===== src/rtl/bbr_pkg.sv =====
// Shared types, constants and helpers for the bitstream byte buffer reader.
// No dependencies; bbr_extract and the top level import this package.
`default_nettype none

package bbr_pkg;

  // Field widths of the stream words
  localparam int OP_W     = 3;
  localparam int BYTE_W   = 8;
  localparam int AMT_W    = 13;
  localparam int VALUE_W  = 16;
  localparam int REM_W    = 16;
  localparam int IN_W     = 24;  // op + data_byte + amount, already whole bytes
  localparam int OUT_W    = 48;  // 46 bits of fields, padded to six bytes

  localparam int DEFAULT_STORE_DEPTH = 4096;
  localparam int MAX_READ_BITS       = 16;
  localparam int CNT_W               = 5;   // holds 0..MAX_READ_BITS

  typedef enum logic [OP_W-1:0] {
    OP_APPEND   = 3'd0,
    OP_READ_MSB = 3'd1,
    OP_READ_LSB = 3'd2,
    OP_ALIGN    = 3'd3,
    OP_SKIP     = 3'd4,
    OP_TRIM     = 3'd5
  } op_t;

  typedef enum logic [1:0] {
    S_IDLE,
    S_RD1,
    S_RD2,
    S_DONE
  } state_t;

  // Control for the bit extractor
  typedef struct packed {
    logic             lsb_first;
    logic [2:0]       bit_pos;
    logic [CNT_W-1:0] count;
  } ext_ctrl_t;

  function automatic logic [7:0] rev8(input logic [7:0] b);
    logic [7:0] r;
    for (int i = 0; i < 8; i++) begin
      r[i] = b[7-i];
    end
    return r;
  endfunction

endpackage

`default_nettype wire


===== src/rtl/bbr_extract.sv =====
// Bit extractor: picks up to 16 bits out of a three-byte window.
// Depends on bbr_pkg (ext_ctrl_t, rev8).
`default_nettype none

module bbr_extract
  import bbr_pkg::*;
(
  input  wire logic [7:0]         byte0,
  input  wire logic [7:0]         byte1,
  input  wire logic [7:0]         byte2,
  input  wire ext_ctrl_t          ctrl,
  output logic      [VALUE_W-1:0] value
);

  logic [23:0]        window;
  logic [23:0]        shifted;
  logic [VALUE_W-1:0] top;
  logic [CNT_W-1:0]   rshift;

  // LSB-first order is MSB-first order on bit-reversed bytes
  always_comb begin
    if (ctrl.lsb_first) begin
      window = {rev8(byte0), rev8(byte1), rev8(byte2)};
    end else begin
      window = {byte0, byte1, byte2};
    end
    shifted = window << ctrl.bit_pos;
    top     = shifted[23:8];
    rshift  = CNT_W'(MAX_READ_BITS) - ctrl.count;
    if (ctrl.count == '0) begin
      value = '0;
    end else begin
      value = top >> rshift;
    end
  end

endmodule

`default_nettype wire


===== config.mk =====
export PLATFORM = sky130hd
export DESIGN_NAME = bbr_extract
export DESIGN_NICKNAME = d
export VERILOG_FILES = /design/src/rtl/bbr_pkg.sv /design/src/rtl/bbr_extract.sv
export SDC_FILE = /design/constraint.sdc
export NUM_CORES = 1
export LEC_CHECK = 0
export BUFFER_PORTS_ARGS = -buffer_cell sky130_fd_sc_hd__clkbuf_2
export CAP_MARGIN = 20
export CORE_MARGIN = 5
export CORE_UTILIZATION = 45
export DETAILED_ROUTE_END_ITERATION = 8
export GPL_ROUTABILITY_DRIVEN = 0
export PLACE_DENSITY = 0.67
export SETUP_SLACK_MARGIN = 0.1
export SYNTH_ARGS = -nofsm -noshare
export SYNTH_HDL_FRONTEND = slang
export SYNTH_SLANG_ARGS = --single-unit

===== constraint.sdc =====
create_clock -name vclk -period 2.7
set_input_delay 0.135 -clock vclk [all_inputs]
set_output_delay 0.135 -clock vclk [all_outputs]
set_load 0.01 [all_outputs]

==> results of run 1 <==
==> worst paths after layout <==
path / slack (ps) / to / cells past startpoint
setup / recovery: 220 / value[0] / 10
hold / removal: 970 / value[9] / 5
==> power groups by stage <==
stage	combinational, mW	sequential (mW)	clock (mW)
5_1_grt	0.743	0	0
4_1_cts	0.665	0	0
3_5_place_dp	0.662	0	0
3_3_place_gp	0.656	0	0
6_report	0.685	0	0
2_1_floorplan	0.473	0	0
==> repair_timing <==
item / in CTS / in global routing
setup endpoints to repair: 1 / 12
resized for setup: 1 / 13
hold endpoints to repair: 0 / 0
==> cell usage after synthesis (3+ instances only) <==
| library cell | count | share of area [%] |
|---|---|---|
| inv_1 | 8 | 1.2 |
| buf_2 | 10 | 2.0 |
| nor3_1 | 9 | 1.8 |
| o21ai_0 | 6 | 1.2 |
| o211ai_1 | 6 | 1.8 |
| a21oi_1 | 11 | 2.2 |
| nor2b_1 | 6 | 1.5 |
| nor3b_1 | 5 | 1.5 |
| or3_1 | 3 | 0.75 |
| nor2_1 | 29 | 4.3 |
| nand3_1 | 11 | 2.2 |
| o22ai_1 | 6 | 1.5 |
| a31oi_1 | 4 | 1.0 |
| clkbuf_1 | 14 | 2.1 |
| mux2_2 | 5 | 2.2 |
| mux4_2 | 28 | 25 |
| nand2b_1 | 5 | 1.3 |
| nand3b_1 | 5 | 1.5 |
| mux2i_1 | 37 | 15 |
| nand2_1 | 31 | 4.6 |
| a32oi_1 | 4 | 1.4 |
==> critical path: cells and delay by family <==
family | cells | cell delay (ps)
muxes | 3 | 970
buffers and inverters | 3 | 510
AOI/OAI and AO/OA | 4 | 720
==> cell usage in the layout, fill, tap and decap left out, drive strengths merged, types with 3 or more instances in the layout <==
cell type,Yosys,routed
xor2,3,3
nor3b,5,5
o21ai,9,9
mux2i,38,38
nand3,11,11
nand3b,5,5
clkbuf,14,48
inv,9,9
nand2b,5,5
nor3,11,11
mux2,5,5
nor2,29,29
a211oi,3,3
a32oi,4,4
or3,3,3
a21oi,11,11
o221ai,3,3
a31oi,4,4
nand2,31,31
o22ai,6,6
o211ai,6,6
mux4,28,28
buf,17,25
nor2b,6,6
==> cell type report <==
| type | count | area [µm²] |
|---|---|---|
| Tap cell | 72 | 90.1 |
| Fill cell | 526 | 2540 |
| Inverter | 11 | 41.3 |
| Timing Repair Buffer | 73 | 453 |
| Multi-Input combinational cell | 267 | 2320 |
==> per-layer routing <==
metal / track usage [%] / routed length, µm / up-vias
met4: 3.60 / 102 / 0
met3: 0.785 / 558 / 12
met2: 34.4 / 3600 / 143
li1: - / - / 1298
met5: 0 / 0 / -
met1: 30.1 / 3480 / 1308
==> through the flow <==
stage | instance area (µm²) | hold WS [ps] | std cells
floorplan | 2510 | 638 | 309
global placement | 2860 | 936 | 423
detailed placement | 2860 | 965 | 423
CTS | 2860 | 966 | 423
global route | 2900 | 1010 | 423
finish | 2900 | 972 | 423
==> logic make-up after synthesis <==
family | after synthesis | synth area share, %
adders and majority gates | 2 | 1.00
muxes | 71 | 43.1
xor gates and xnor gates | 5 | 2.05
and+or+nand+nor | 118 | 23.8
AOI/OAI and AO/OA | 71 | 21.2
buffers and inverters | 42 | 8.85
==> out/results.tsv, run 1 <==
stage	metric	value	unit
die	chip height	84.6	µm
timing	Hold Vio Cnt, Final	0	
synthesis	Seq/Total Area, Yosys	0	%
final_layout	Antenna Cells	0	
clock_network	post-CTS setup buffer count	0	
grt	number of global-route vias before repair	2559	
routing	WL per Instance	18.3	µm
worst_setup_path	Crit. Startpoint	ctrl[5]	
final_layout	Area Growth Syn to Fin	16.0	%
power	Max IR drop VDD	0.000108	V
timing	relative slew slack	69.9	%
timing	setup_tns	0	ps
job	# Max-Cap Violations	0	
synthesis	Syn Area/Cell	8.10	µm²
die	IO Count	49	
grt	largest net degree at the start of global routing	26	
routing	via count	2761	
worst_hold_path	min-delay worst type	input pin to output port	
placed_design	# port buffers	49	
power	Reg power frac	0	%
placed_design	Setup WS pre-CTS	75.3	ps
grt	initial antenna violation count	0	
worst_setup_path	Crit. End Element	output port	
worst_hold_path	hold_sp	ctrl[3]	
worst_setup_path	Setup CP Type	input pin to output port	
synthesis	Yosys warnings	0	
die	# rows	27	
die	die area	7150	µm²
timing	final worst setup slack	223	ps
die	core area	5440	µm²
final_layout	Register Area	0	µm²
timing	Worst Max-Slew Pin Slew	449	ps
power	PnR Total Power	685	µW
worst_setup_path	Critical-path top delay cell	mux4_2	
timing	final slew viol count	0	
final_layout	Final #Nets	388	
timing	period utilization	91.7	%
worst_setup_path	Critical Path AT	2340	ps
grt	first-pass GRT wire length	12600	µm
routing	Via-to-Cell Ratio	6.53	
worst_setup_path	CP max stage delay	560	ps
worst_setup_path	CP required	2570	ps
worst_setup_path	CP cell instances	clkbuf_4, buf_12, mux2i_1, mux4_2, mux2i_4, o22ai_1, a211oi_2, a21boi_2, o211ai_1, clkbuf_2	
grt	grt ovf	0	
routing	DRC	0	
die	DIE WIDTH	84.6	µm
final_layout	clock buffers	0	
synthesis	Netlist cell types	67	
clock_network	cts hold-fix bufs	0	
final_layout	fin util	53.4	%
outcome	outcome	finished, final reports clean	
grt	GRT Total Usage	20.7	%
timing	RSZ-0062 raised after global routing	false	
final_layout	layout cells sized above 1	36.2	%
die	Initial Utilization	46.0	%
synthesis	net count after synthesis	344	
power	Psw	377	µW
power	Combinational Power Share	100.0	%
power	clock group share of total power	0	%
power	Internal	308	µW
timing	count of final setup violators	0	
routing	DRT Pass-1 Iters	7	
routing	Initial DRC Count	167	
routing	Post-DRT Antenna Nets	0	
power	Pwr Density	236	nW/µm²
routing	Total Wirelength	7750	µm
worst_setup_path	worst-path fanout max	13	
synthesis	Mapped Cells	309	
worst_setup_path	Startpoint Class	input pin	
timing	maximum operating frequency	404	MHz
synthesis	Mapped Area	2500	µm²
placed_design	DP Wirelength	6130	µm
power	switching share of power	55.0	%
final_layout	Seq Cell Count	0	
timing	Tmin final	2480	ps
power	Pleak	1.19	nW
Power figures use the tool's default switching activity.
==> run 2, diff against run 1 <==
--- a/config.mk
+++ b/config.mk
@@ -11,7 +11,7 @@
 export CORE_UTILIZATION = 45
 export DETAILED_ROUTE_END_ITERATION = 8
 export GPL_ROUTABILITY_DRIVEN = 0
-export PLACE_DENSITY = 0.67
+export PLACE_DENSITY = 0.7
 export SETUP_SLACK_MARGIN = 0.1
 export SYNTH_ARGS = -nofsm -noshare
 export SYNTH_HDL_FRONTEND = slang
==> run 2 against run 1 <==
Against the previous run: non-clock buffer count decreased by 4; sequential cell count stayed put; worst setup slack got worse by 43 ps; highest routed layer unchanged; critical endpoint is now value[2].
==> out/results.tsv, run 2 (synthesized netlist as in run 1, its figures left out) <==
stage	metric	value	unit
outcome	outcome	finished, final reports clean	
grt	number of global-route vias before repair	2559	
timing	relative slew slack	69.2	%
routing	Total Wirelength	7590	µm
job	# Max-Cap Violations	0	
power	PnR Total Power	682	µW
timing	hold slack final	886	ps
final_layout	Seq Cell Count	0	
final_layout	final std cells w/o fill	419	
worst_setup_path	Crit. End Element	output port	
timing	RSZ-0062 raised after global routing	true	
worst_setup_path	Startpoint Class	input pin	
die	DIE WIDTH	84.6	µm
timing	count of final setup violators	0	
worst_hold_path	Hold Path Sink	value[5]	
grt	grt ovf	0	
timing	period utilization	93.3	%
worst_setup_path	Setup CP Type	input pin to output port	
power	Pwr Density	237	nW/µm²
worst_hold_path	hold_sp	ctrl[2]	
worst_setup_path	Critical Path AT	2380	ps
grt	GRT Total Usage	20.2	%
power	switching share of power	55.4	%
power	clock group share of total power	0	%
final_layout	Final #Nets	384	
die	Initial Utilization	46.0	%
timing	final slew viol count	0	
worst_hold_path	worst hold stages	5	
timing	setup_tns	0	ps
final_layout	commonest non-fill, non-tap cell in the layout	clkbuf_2	
power	Max IR drop VDD	0.000117	V
worst_setup_path	Critical-path top delay cell	nor3_2	
power	Psw	378	µW
routing	Via-to-Cell Ratio	6.46	
final_layout	Area Growth Syn to Fin	15.1	%
final_layout	most frequent cells in the layout	47 x clkbuf_2, 33 x mux2i_1, 31 x nand2_1	
routing	Post-DRT Antenna Nets	0	
routing	WL per Instance	18.1	µm
die	# rows	27	
placed_design	# port buffers	49	
placed_design	Setup WS pre-CTS	166	ps
worst_setup_path	worst-path fanout max	21	
timing	final worst setup slack	180	ps
final_layout	Antenna Cells	0	
routing	Initial DRC Count	247	
final_layout	layout cells sized above 1	35.4	%
power	Combinational Power Share	100.0	%
placed_design	DP Wirelength	5950	µm
timing	maximum operating frequency	397	MHz
routing	DRC	0	
grt	first-pass GRT wire length	12500	µm
routing	DRT Pass-1 Iters	5	
worst_hold_path	min-delay worst type	input pin to output port	
die	core area	5440	µm²
power	Reg power frac	0	%
worst_setup_path	crit-path most repeated cell	clkbuf_2	
routing	via count	2708	
timing	Tmin final	2520	ps
final_layout	clock buffers	0	
timing	Worst Max-Slew Pin Slew	459	ps
die	die area	7150	µm²
die	IO Count	49	
worst_setup_path	CP cell instances	clkbuf_2, buf_6, xor2_1, o221a_2, nor3_1, nor3_2, nand2_1, a32o_2, o221ai_2, clkbuf_2	
worst_setup_path	CP required	2570	ps
timing	Hold Vio Cnt, Final	0	
grt	largest net degree at the start of global routing	27	
worst_setup_path	CP max stage delay	420	ps
die	chip height	84.6	µm
grt	initial antenna violation count	0	
power	Internal	304	µW
final_layout	Register Area	0	µm²
placed_design	placed cells	419	
power	Pleak	1.17	nW
==> run 2: cell count changes in the layout (fill, tap and decap cells not counted), sizes merged <==
cell | previous run | this run
buf | 25 | 20
clkbuf | 48 | 49
==> run 2: power groups by stage <==
stage	registers, mW	logic, mW	clock network (mW)
after floorplan	0	0.473	0
after global placement	0	0.643	0
after detailed placement	0	0.651	0
after CTS	0	0.653	0
after global routing	0	0.737	0
final	0	0.682	0
==> run 2: how the worst max path moves through the flow <==
stage | start | slack, ps | to | depth (start not counted)
2_1_floorplan | ctrl[0] | 110 | value[7] | 10
3_3_place_gp | ctrl[7] | 190 | value[1] | 9
3_5_place_dp | ctrl[5] | 170 | value[1] | 10
4_1_cts | ctrl[5] | 160 | value[1] | 10
5_1_grt | ctrl[5] | 80 | value[5] | 9
6_report | ctrl[5] | 180 | value[2] | 10
==> run 2: cell type report <==
class              instances  area [µm²]
well taps                 72        90.1
repair buffers            69         417
fillers                  511        2560
multi-input cells        267        2330
inverters                 11        41.3
==> run 2: repair_timing <==
action	4_1_cts	5_1_grt
endpoints found under the setup margin	0	10
gates resized for setup	0	13
setup buffers	0	0
hold buffers	0	0
==> run 2: critical path: cells and delay by family <==
family          cells  cell delay (ps)
xor+xnor            1              370
compound gates      3              770
buf+inv             3              520
simple gates        3              580
==> run 2: routing by layer <==
metal,vias to the layer above,part of all wire (%),track usage [%]
met3,6,7.5,0.785
met4,0,0.53,1.58
met1,1272,45,31.0
li1,1288,-,-
met5,-,0,0
met2,142,46,32.7
==> run 2: stage by stage <==
step / cell area [µm²] / utilization, %
global placement: 2830 / 52.0
floorplan: 2510 / -
detailed placement: 2830 / 52.0
finish: 2880 / 53.0
global route: 2880 / 53.0
CTS: 2830 / 52.0
